--- config.mk ---
export PLATFORM = sky130hd
export DESIGN_NAME = url_percent_decode_query_split
export DESIGN_NICKNAME = d
export VERILOG_FILES = /design/src/rtl/core/udq_pkg.sv /design/src/rtl/core/udq_core.sv /design/src/rtl/core/udq_out_fifo.sv /design/src/rtl/core/url_percent_decode_query_split.sv
export SDC_FILE = /design/constraint.sdc
export NUM_CORES = 1
export LEC_CHECK = 0
export BUFFER_PORTS_ARGS = -buffer_cell sky130_fd_sc_hd__buf_2
export CAP_MARGIN = 20
export CORE_MARGIN = 2
export CORE_UTILIZATION = 60
export CTS_CLUSTER_SIZE = 25
export DETAILED_ROUTE_END_ITERATION = 6
export PLACE_DENSITY = 0.79
export SETUP_SLACK_MARGIN = 0.2
export SLEW_MARGIN = 0
export SYNTH_ARGS = -nofsm -noshare
export SYNTH_HDL_FRONTEND = slang
export SYNTH_SLANG_ARGS = --single-unit
export TNS_END_PERCENT = 20
--- constraint.sdc ---
create_clock -name i_clk -period 15 [get_ports i_clk]
set_input_delay 1.5 -clock i_clk [delete_from_list [all_inputs] [get_ports i_clk]]
set_output_delay 1.5 -clock i_clk [all_outputs]
set_load 0.1 [all_outputs]
--- src/rtl/core/udq_pkg.sv ---
// ----------------------------------------------------------------------------
// udq_pkg
// Types and constants shared by the URL percent decoder and query splitter.
// ----------------------------------------------------------------------------
package udq_pkg;

    localparam int MAX_DECODED = 256;
    localparam int CNT_W       = $clog2(MAX_DECODED + 1);
    localparam int FIFO_DEPTH  = 4;
    localparam int FIFO_AW     = $clog2(FIFO_DEPTH);
    localparam int FIFO_CW     = $clog2(FIFO_DEPTH + 1);

    localparam logic [7:0] CH_NUL   = 8'h00;
    localparam logic [7:0] CH_PCT   = 8'h25;
    localparam logic [7:0] CH_AMP   = 8'h26;
    localparam logic [7:0] CH_SLASH = 8'h2F;
    localparam logic [7:0] CH_EQ    = 8'h3D;
    localparam logic [7:0] CH_QMARK = 8'h3F;

    typedef enum logic [1:0] {
        KIND_NONE  = 2'd0,
        KIND_PATH  = 2'd1,
        KIND_NAME  = 2'd2,
        KIND_VALUE = 2'd3
    } t_kind;

    typedef struct packed {
        logic [7:0] in_byte;
        logic       last;
    } t_in;

    typedef struct packed {
        logic [1:0] token_kind;
        logic       is_char;
        logic [7:0] out_char;
        logic       token_end;
        logic       end_of_string;
    } t_res;

    typedef struct packed {
        logic [1:0] n;
        t_res       r0;
        t_res       r1;
    } t_push;

endpackage

--- src/rtl/core/udq_core.sv ---
// ----------------------------------------------------------------------------
// udq_core
// Percent decoder and token splitter state; produces up to two results
// for each byte transferred.
// ----------------------------------------------------------------------------
module udq_core (
    input  logic          i_clk,
    input  logic          i_rst_n,
    input  logic          i_fire,
    input  udq_pkg::t_in  i_item,
    output udq_pkg::t_push o_push
);
    import udq_pkg::*;

    typedef enum logic [2:0] {
        PH_IDLE = 3'b001,
        PH_HIGH = 3'b010,
        PH_LOW  = 3'b100
    } t_phase;

    typedef enum logic [3:0] {
        MODE_WAIT  = 4'b0001,
        MODE_PATH  = 4'b0010,
        MODE_NAME  = 4'b0100,
        MODE_VALUE = 4'b1000
    } t_mode;

    function automatic logic [7:0] hex_val(input logic [7:0] b);
        logic [7:0] v;
        if (b inside {[8'h30:8'h39]}) begin
            v = b - 8'h30;
        end else if (b inside {[8'h41:8'h46]}) begin
            v = b - 8'h37;
        end else if (b inside {[8'h61:8'h66]}) begin
            v = b - 8'h57;
        end else begin
            v = b;
        end
        return v;
    endfunction

    function automatic t_kind kind_of(input t_mode m);
        t_kind k;
        case (m)
            MODE_PATH:  k = KIND_PATH;
            MODE_NAME:  k = KIND_NAME;
            MODE_VALUE: k = KIND_VALUE;
            default:    k = KIND_NONE;
        endcase
        return k;
    endfunction

    t_phase             r_phase, n_phase;
    logic [7:0]         r_high, n_high;
    t_mode              r_mode, n_mode;
    logic [CNT_W-1:0]   r_cnt, n_cnt;
    logic               r_done, n_done;

    logic       ended, have, split_emit, end_emit;
    logic [7:0] c, hv, b;
    t_res       split_res, end_res;
    t_push      push;

    always_comb begin
        b          = i_item.in_byte;
        hv         = hex_val(b);
        n_phase    = r_phase;
        n_high     = r_high;
        n_mode     = r_mode;
        n_cnt      = r_cnt;
        n_done     = r_done;
        ended      = 1'b0;
        have       = 1'b0;
        c          = CH_NUL;
        split_emit = 1'b0;
        end_emit   = 1'b0;
        split_res  = '0;
        end_res    = '0;
        push       = '0;

        if (!r_done) begin
            if (b == CH_NUL) begin
                ended = 1'b1;
            end else begin
                case (r_phase)
                    PH_IDLE: begin
                        if (b == CH_PCT) begin
                            n_phase = PH_HIGH;
                        end else begin
                            c    = b;
                            have = 1'b1;
                        end
                    end
                    PH_HIGH: begin
                        n_high  = hv;
                        n_phase = PH_LOW;
                    end
                    default: begin
                        c       = {r_high[3:0], 4'h0} + hv;
                        n_phase = PH_IDLE;
                        have    = 1'b1;
                    end
                endcase
            end

            if (have) begin
                if (c == CH_NUL) begin
                    ended = 1'b1;
                end else begin
                    split_res.token_kind = kind_of(r_mode);
                    case (r_mode)
                        MODE_PATH: begin
                            split_emit = 1'b1;
                            if (c == CH_QMARK) begin
                                split_res.token_end = 1'b1;
                                n_mode = MODE_NAME;
                            end else begin
                                split_res.is_char  = 1'b1;
                                split_res.out_char = c;
                            end
                        end
                        MODE_NAME: begin
                            split_emit = 1'b1;
                            if (c == CH_EQ) begin
                                split_res.token_end = 1'b1;
                                n_mode = MODE_VALUE;
                            end else begin
                                split_res.is_char  = 1'b1;
                                split_res.out_char = c;
                            end
                        end
                        MODE_VALUE: begin
                            split_emit = 1'b1;
                            if (c == CH_AMP) begin
                                split_res.token_end = 1'b1;
                                n_mode = MODE_NAME;
                            end else begin
                                split_res.is_char  = 1'b1;
                                split_res.out_char = c;
                            end
                        end
                        default: begin
                            if (c == CH_SLASH) begin
                                n_mode = MODE_PATH;
                            end
                        end
                    endcase
                    n_cnt = r_cnt + CNT_W'(1);
                    if (n_cnt >= CNT_W'(MAX_DECODED)) begin
                        ended = 1'b1;
                    end
                end
            end

            if (i_item.last) begin
                ended = 1'b1;
            end

            if (ended) begin
                n_phase = PH_IDLE;
                n_done  = 1'b1;
                if (n_mode != MODE_WAIT) begin
                    end_emit           = 1'b1;
                    end_res.token_kind = kind_of(n_mode);
                    end_res.token_end  = 1'b1;
                end
            end
        end

        if (split_emit) begin
            push.r0 = split_res;
            push.r1 = end_res;
            push.n  = end_emit ? 2'd2 : 2'd1;
        end else begin
            push.r0 = end_res;
            push.n  = end_emit ? 2'd1 : 2'd0;
        end

        if (i_item.last) begin
            if (push.n == 2'd0) begin
                push.r0 = '0;
                push.n  = 2'd1;
            end
            if (push.n == 2'd2) begin
                push.r1.end_of_string = 1'b1;
            end else begin
                push.r0.end_of_string = 1'b1;
            end
            n_phase = PH_IDLE;
            n_high  = '0;
            n_mode  = MODE_WAIT;
            n_cnt   = '0;
            n_done  = 1'b0;
        end

        if (!i_fire) begin
            push.n = 2'd0;
        end
    end

    assign o_push = push;

    always_ff @(posedge i_clk) begin
        if (!i_rst_n) begin
            r_phase <= PH_IDLE;
            r_high  <= '0;
            r_mode  <= MODE_WAIT;
            r_cnt   <= '0;
            r_done  <= 1'b0;
        end else if (i_fire) begin
            r_phase <= n_phase;
            r_high  <= n_high;
            r_mode  <= n_mode;
            r_cnt   <= n_cnt;
            r_done  <= n_done;
        end
    end

endmodule

--- src/rtl/core/udq_out_fifo.sv ---
// ----------------------------------------------------------------------------
// udq_out_fifo
// Result queue; takes up to two results a cycle, gives one per transfer.
// ----------------------------------------------------------------------------
module udq_out_fifo (
    input  logic           i_clk,
    input  logic           i_rst_n,
    input  udq_pkg::t_push i_push,
    output logic           o_room2,
    output logic           o_valid,
    input  logic           i_ready,
    output udq_pkg::t_res  o_data
);
    import udq_pkg::*;

    t_res                r_mem [FIFO_DEPTH];
    logic [FIFO_AW-1:0]  r_wp, n_wp;
    logic [FIFO_AW-1:0]  r_rp, n_rp;
    logic [FIFO_CW-1:0]  r_cnt, n_cnt;
    logic                pop;

    assign o_valid = (r_cnt != '0);
    assign o_data  = r_mem[r_rp];
    assign pop     = o_valid && i_ready;
    assign o_room2 = (r_cnt <= FIFO_CW'(FIFO_DEPTH - 2));

    always_comb begin
        n_wp  = r_wp + FIFO_AW'(i_push.n);
        n_rp  = r_rp + FIFO_AW'(pop);
        n_cnt = r_cnt + FIFO_CW'(i_push.n) - FIFO_CW'(pop);
    end

    always_ff @(posedge i_clk) begin
        if (i_push.n != 2'd0) begin
            r_mem[r_wp] <= i_push.r0;
        end
        if (i_push.n == 2'd2) begin
            r_mem[r_wp + FIFO_AW'(1)] <= i_push.r1;
        end
    end

    always_ff @(posedge i_clk) begin
        if (!i_rst_n) begin
            r_wp  <= '0;
            r_rp  <= '0;
            r_cnt <= '0;
        end else begin
            r_wp  <= n_wp;
            r_rp  <= n_rp;
            r_cnt <= n_cnt;
        end
    end

endmodule

--- src/rtl/core/url_percent_decode_query_split.sv ---
// ----------------------------------------------------------------------------
// url_percent_decode_query_split
// Decodes %XY escapes in a URL byte stream and splits it into path,
// argument name and argument value tokens.
// ----------------------------------------------------------------------------
//  channel   dir  handshake                   payload
//  input     in   i_in_valid / o_in_ready     i_in_data  (t_in)
//  result    out  o_out_valid / i_out_ready   o_out_data (t_res)
//
//  One byte per cycle while o_in_ready is high; results are registered,
//  first one the cycle after. A byte gives up to two results; the 4-entry
//  result queue drains at most one per cycle, so two-result bytes slow input.
//  o_in_ready is high while the queue has room for two results.
//  Synchronous active-low reset clears the decoder and the queue.
// ----------------------------------------------------------------------------
module url_percent_decode_query_split (
    input  logic          i_clk,
    input  logic          i_rst_n,
    input  logic          i_in_valid,
    output logic          o_in_ready,
    input  udq_pkg::t_in  i_in_data,
    output logic          o_out_valid,
    input  logic          i_out_ready,
    output udq_pkg::t_res o_out_data
);
    import udq_pkg::*;

    t_push push;
    logic  room2;
    logic  fire;

    assign o_in_ready = room2;
    assign fire       = i_in_valid && room2;

    udq_core u_core (
        .i_clk   (i_clk),
        .i_rst_n (i_rst_n),
        .i_fire  (fire),
        .i_item  (i_in_data),
        .o_push  (push)
    );

    udq_out_fifo u_fifo (
        .i_clk   (i_clk),
        .i_rst_n (i_rst_n),
        .i_push  (push),
        .o_room2 (room2),
        .o_valid (o_out_valid),
        .i_ready (i_out_ready),
        .o_data  (o_out_data)
    );

endmodule

[Word level (Yosys, flattened, before mapping)]
Memory sizes are Yosys's and may differ from the RTL's. A register that Yosys moved wholly into a read port is not among the register bits.
Cells that the tools add are included.
Word-level totals
  memories: 1
  logic and storage cells: 147
  bits in writable memories: 52
  bits of input ports: 13
  bits in registers: 28
  output and inout bits: 15
Cells by class
  $add $sub $neg: 10
  equal/unequal tests: 21
  reduce and logical (&&, ||, !) cells: 17
  magnitude comparators: 8
  mux-type cells: 82
Memory list
  u_fifo.r_mem: depth 4, bits a word 13, rd ports 1, clocked after Yosys merged registers in 1, wr ports 2, line udq_out_fifo.sv:16  | t_res r_mem [FIFO_DEPTH];
Operator list (number)
  9-bit two-way mux: 7
  15-bit two-way mux: 4
  4-bit two-way mux: 13
  8-bit two-way mux: 6
  8-bit by 6-bit == test with 1-bit output (second input constant): 5
  12-bit two-way mux: 3
  1-bit two-way mux: 30
  10-bit case mux with 3 select lines: 1
  8-bit by 7-bit greater-or-equal comparator with 1-bit output (second input constant): 2
  8-bit by 7-bit less-or-equal comparator with 1-bit output (second input constant): 2
  8-bit zero test: 2
  8-bit case mux with 2 select lines: 1
  8-bit by 6-bit subtractor with 8-bit output (second input constant): 2
  3-bit two-way mux: 5
  13-bit two-way mux: 1
  2-bit two-way mux: 6
  2-bit case mux with 3 select lines: 2
  4-bit case mux with 3 select lines: 1
  4-bit AND reduction: 3
  9-bit by 1-bit adder with 9-bit output (second input constant): 1
  9-bit greater-or-equal comparator (second input constant): 1
  8-bit adder: 1
  4-bit by 2-bit == test with 1-bit output (second input constant): 2
  4-bit by 3-bit == test with 1-bit output (second input constant): 2
  other kinds (25): 35

[Logic depth before layout (Yosys ltp)]
  depth in word-level cells: 31
  mapped depth: 32
  gate-level depth less buffers: 29

[Cells and area by module]
Synthesis repeated with hierarchy kept, for this count alone.
Unflattened totals
  cells, all modules: 520
  area total of the unflattened synthesis: 5560.3 sq um
By module, submodules not included
  udq_out_fifo: seq. area each 1701.6 sq um, cells an instance 171, area an instance 2996.6 sq um, times used 1
  udq_core: seq. area each 420.4 sq um, cells an instance 348, area an instance 2557.5 sq um, times used 1
  url_percent_decode_query_split: seq. area each 0.0 sq um, cells an instance 1, area an instance 6.3 sq um, times used 1

[Least setup slack after synthesis]
No wires, ideal clock.
  path type: input-to-reg
  from: input i_in_data[6] in the netlist's numbering
  to: memory u_fifo.r_mem[2][0] in the netlist's numbering (enable)
  buffers on the path: 3
  data required time: 14.695 ns
  arrival: 7.259 ns
  path slack: 7.436 ns
  library setup time: 0.305 ns
  cell stages on the path: 30
  path through: clkbuf_2 -> inv_1 -> ha_1 -> nand2b_1 -> nand4b_1 -> o31a_2 -> o21ai_0 -> xnor2_1 -> ha_1 -> inv_1 -> fa_1 -> xnor2_1 -> a22o_1 -> a22o_1 -> a41o_1 -> nor4_1 -> a31o_2 -> and3b_4 -> o221ai_2 -> nand2_1 -> inv_1 -> ha_1 -> clkbuf_1 -> nand2b_1 -> a21oi_1 -> a21oi_1 -> or3b_2 -> and2_1 -> clkbuf_1 -> inv_1
RTL lines
  start: declaration: line url_percent_decode_query_split.sv:21  | input udq_pkg::t_in i_in_data,
  end: declaration: line udq_out_fifo.sv:16

==> impl_metrics.py <==
metrics = {
    "run_status": {
        "status": "finished, final reports clean",
    },
    "timing": {
        "relSlewSlack_pct": 30.6,
        "tightest_slew_ns": 1.03,
        "period_needed_ns": 8.27,
        "tns_ns": 0,
        "final_hold_viol_count": 0,
        "fin_crit_sh_pct": 55.1,
        "slew_viol_final": 0,
        "worst_slack_ns": 6.73,
        "setup_viol": 0,
        "skew_ns": 0.0201,
        "max_freq_ghz": 0.121,
        "grt_setup_unrepaired": "no",
    },
    "cts": {
        "clk_latency_ns": 0.37,
        "cts_max_level": 3,
        "post_cts_buffers": 0,
        "holdBufCountCts": 0,
        "root_buffer": "clkbuf_8",
        "path_clk_slew_ns": 0.09,
        "tritoncts": "done",
        "cts-buffers-inserted": 9,
        "cts_sinks": 80,
        "ctsResizeCount": 0,
        "cts_max_path_buffers": 2,
    },
    "floorplanning": {
        "die_h_um": 96.1,
        "start_util_pct": 61.9,
        "io_pins": 28,
        "die_area_sq_um": 9230,
        "coreArea_sq_um": 8220,
        "rows": 33,
        "dieWidth_um": 96.1,
    },
    "global_routing": {
        "grt_pass1_vias": 4104,
        "grt_overflow_total": 0,
        "grt_pass1_wl_um": 20600,
        "antenna_found_initial": 0,
        "grt_util_met2_pct": 47.5,
        "met3_usage_pct": 4.78,
        "grt_max_degree": 25,
        "busiest_layer": "met2",
        "grt_use_total_pct": 28.8,
        "use_met1_pct": 38.3,
    },
    "worst_setup_path": {
        "endpoint_kind": "flip-flop",
        "worstPathArrival_ns": 8.33,
        "cp.required_ns": 15.06,
        "crit_type": "input pin to flip-flop",
        "start_kind": "input pin",
        "crit_path_max_fanout": 12,
    },
    "synthesis": {
        "synthMuxAreaShare_pct": 6.64,
        "synth_fa_ha_area_share_pct": 5.95,
        "ys_seq_area_share_pct": 34.6,
        "synth-simple-area-share_pct": 20.1,
        "yosys_warnings": 0,
        "synth-async-reset-ratio_pct": 0,
        "avgSynthCellArea_sq_um": 9.84,
        "synthXorXnorAreaFrac_pct": 3.44,
        "ys.flop_type": "dfxtp_1",
        "synth_cell_types": 87,
        "synth_top_family_by_area": "compound AO/OA/AOI/OAI gates",
        "synthesis.area_sq_um": 5090,
        "synth_compound_area_share_pct": 24.7,
        "synth_nets": 553,
        "ys_ff_latch": 80,
        "synthCells": 517,
        "synth_edf_count": 16,
    },
    "layout": {
        "syn_to_final_growth_pct": 6.93,
        "final_core_util_pct": 66.2,
        "drive_gt1_share_pct": 21.3,
        "nFillCells": 646,
        "fin_nets": 566,
        "n_antenna_cell": 0,
    },
    "detailed_routing": {
        "ant_nets": 0,
        "dr.first_iter.drc_count": 338,
        "drc": 0,
        "wl_per_cell_um": 19.6,
        "post_drt_via_cell_ratio": 6.76,
        "drt_pass1_iterations": 5,
        "finalWirelength_um": 12600,
        "vias": 4327,
    },
    "power": {
        "irDropWorstVdd_mv": 0.0795,
        "p_per_area_nw_per_um2": 104,
        "p_leak_nw": 2.12,
    },
    "job": {
        "maxCapViolCount": 0,
    },
    "placed_design": {
        "dp_slack_ns": 6.50,
        "numPortBuffers": 27,
        "place.gp.congestion": 1.00,
        "dp_hpwl_um": 9060,
    },
    "min_path": {
        "hold_class": "flip-flop to flip-flop",
    },
}
-- logic make-up after synthesis --
| group | count (synthesis) |
|---|---|
| AOI/OAI and AO/OA | 152 |
| xor gates and xnor gates | 20 |
| adders and majority gates | 23 |
| buffers and inverters | 51 |
| DFF | 80 |
| muxes | 17 |
| and+or+nand+nor | 174 |
-- area by class of cell --
type	count	area, sq um	area share [%]
Timing Repair Buffer	30	153	2.81
Multi-Input combinational cell	386	3100	56.9
Clock buffer	10	138	2.53
Sequential cell	80	1760	32.4
Inverter	23	88.8	1.63
Tap cell	105	131	2.41
Clock inverter	6	72.6	1.33
-- report_power, final --
part / total (mW) / internal (mW) / switching [mW] / leakage, nW
registers: 0.242 / 0.227 / 0.0149 / 0.665
logic: 0.151 / 0.0447 / 0.106 / 1.35
clock network: 0.174 / 0.0839 / 0.0898 / 0.109
total: 0.566 / 0.355 / 0.211 / 2.12
-- worst max-delay path: stages --
cell and delay [ns]:
buf_2 0.24, inv_1 0.18, ha_1 0.24, nor2b_1 0.14
a221o_1 0.44, o31a_2 0.23, o21ai_0 0.24, xnor2_1 0.16
ha_1 0.19, inv_1 0.05, fa_1 0.37, xnor2_1 0.16
a22o_1 0.24, a22o_1 0.25, a41o_1 0.25, nor4_1 0.37
nand4_1 0.35, a21boi_2 0.33, o221ai_2 0.15, nand2_1 0.13
inv_1 0.06, ha_1 0.28, nand2b_1 0.17, a21oi_1 0.26
a21oi_1 0.18, or3b_2 0.57, and2_1 0.32, inv_1 0.23
-- per-layer routing --
layer  share of wire (%)  wire (um)
met1                  43       5350
met2                  49       6120
met3                 6.4        803
met4                 2.2        280
met5                   0          0
-- registers in the layout, summed over array words and instances (netlist names) --
register        flops
u_core.r_cnt        9
u_core.r_done       1
u_core.r_high       4
u_core.r_mode       4
u_core.r_phase      3
u_fifo.r_cnt        3
u_fifo.r_mem       52
u_fifo.r_rp         2
u_fifo.r_wp         2
-- through the flow --
step                      power, mW  area, sq um  hold slack, ns  cells
final                         0.566         5440           0.466    640
after global routing          0.589         5440           0.489    640
after CTS                     0.566         5420           0.470    637
after detailed placement      0.397         5210           0.450    621
after global placement        0.393         5210           0.446    621
after floorplan               0.368         5090           0.420    517
-- final timing paths --
| kind | slack (ns) | start | to | cells after the start |
|---|---|---|---|---|
| worst max-delay path | 6.73 | i_in_data[1] | u_fifo.r_mem[1][1]$_DFFE_PP_ | 28 |
| worst min-delay path | 0.47 | u_fifo.r_mem[3][8]$_SDFFE_PP0P_ | u_fifo.r_mem[3][8]$_SDFFE_PP0P_ | 2 |
| worst max register to register | 9.11 | u_core.r_phase[0]$_SDFFE_PN1P_ | u_fifo.r_mem[1][1]$_DFFE_PP_ | 17 |
| worst min register to register | 0.47 | u_fifo.r_mem[3][8]$_SDFFE_PP0P_ | u_fifo.r_mem[3][8]$_SDFFE_PP0P_ | 2 |
-- synthesized netlist by cell type (9+ instances only) --
master	number	share of area, %
dfxtp_1	64	25
nand2_1	39	2.9
o21ai_0	34	3.3
nor2_1	26	1.9
and2_1	24	3.0
inv_1	22	1.6
ha_1	21	5.2
clkbuf_1	19	1.4
a32o_2	16	3.5
edfxtp_1	16	9.4
a22o_1	15	2.6
a21oi_1	14	1.4
mux4_2	13	5.8
xnor2_1	10	1.7
xor2_1	10	1.7
nor2b_1	9	1.1
-- cells in the final DEF, fill, tap and decap left out, types with 4 or more instances in the layout --
cell | synthesis | final
nor2_1 | 26 | 26
a21o_1 | 5 | 5
ha_1 | 21 | 21
buf_2 | 3 | 28
inv_1 | 22 | 22
or3b_2 | 4 | 4
nand2_1 | 39 | 39
clkbuf_8 | 0 | 10
a22o_1 | 15 | 15
nand4_1 | 6 | 6
nor3_1 | 5 | 5
o2111ai_1 | 4 | 4
nor4_1 | 7 | 7
a21oi_1 | 14 | 14
o22ai_1 | 4 | 4
edfxtp_1 | 16 | 16
or3_1 | 6 | 6
mux4_2 | 13 | 13
and2_1 | 24 | 24
a22oi_1 | 4 | 4
xor2_1 | 10 | 10
a32o_1 | 6 | 6
nand3_1 | 8 | 8
nor2b_1 | 9 | 9
o32ai_1 | 4 | 4
o21ai_0 | 34 | 34
a32o_2 | 16 | 16
nand2b_1 | 6 | 6
and3_1 | 5 | 5
dfxtp_1 | 64 | 64
xnor2_1 | 10 | 10
Note: power is estimated with default switching activity, not from simulation.
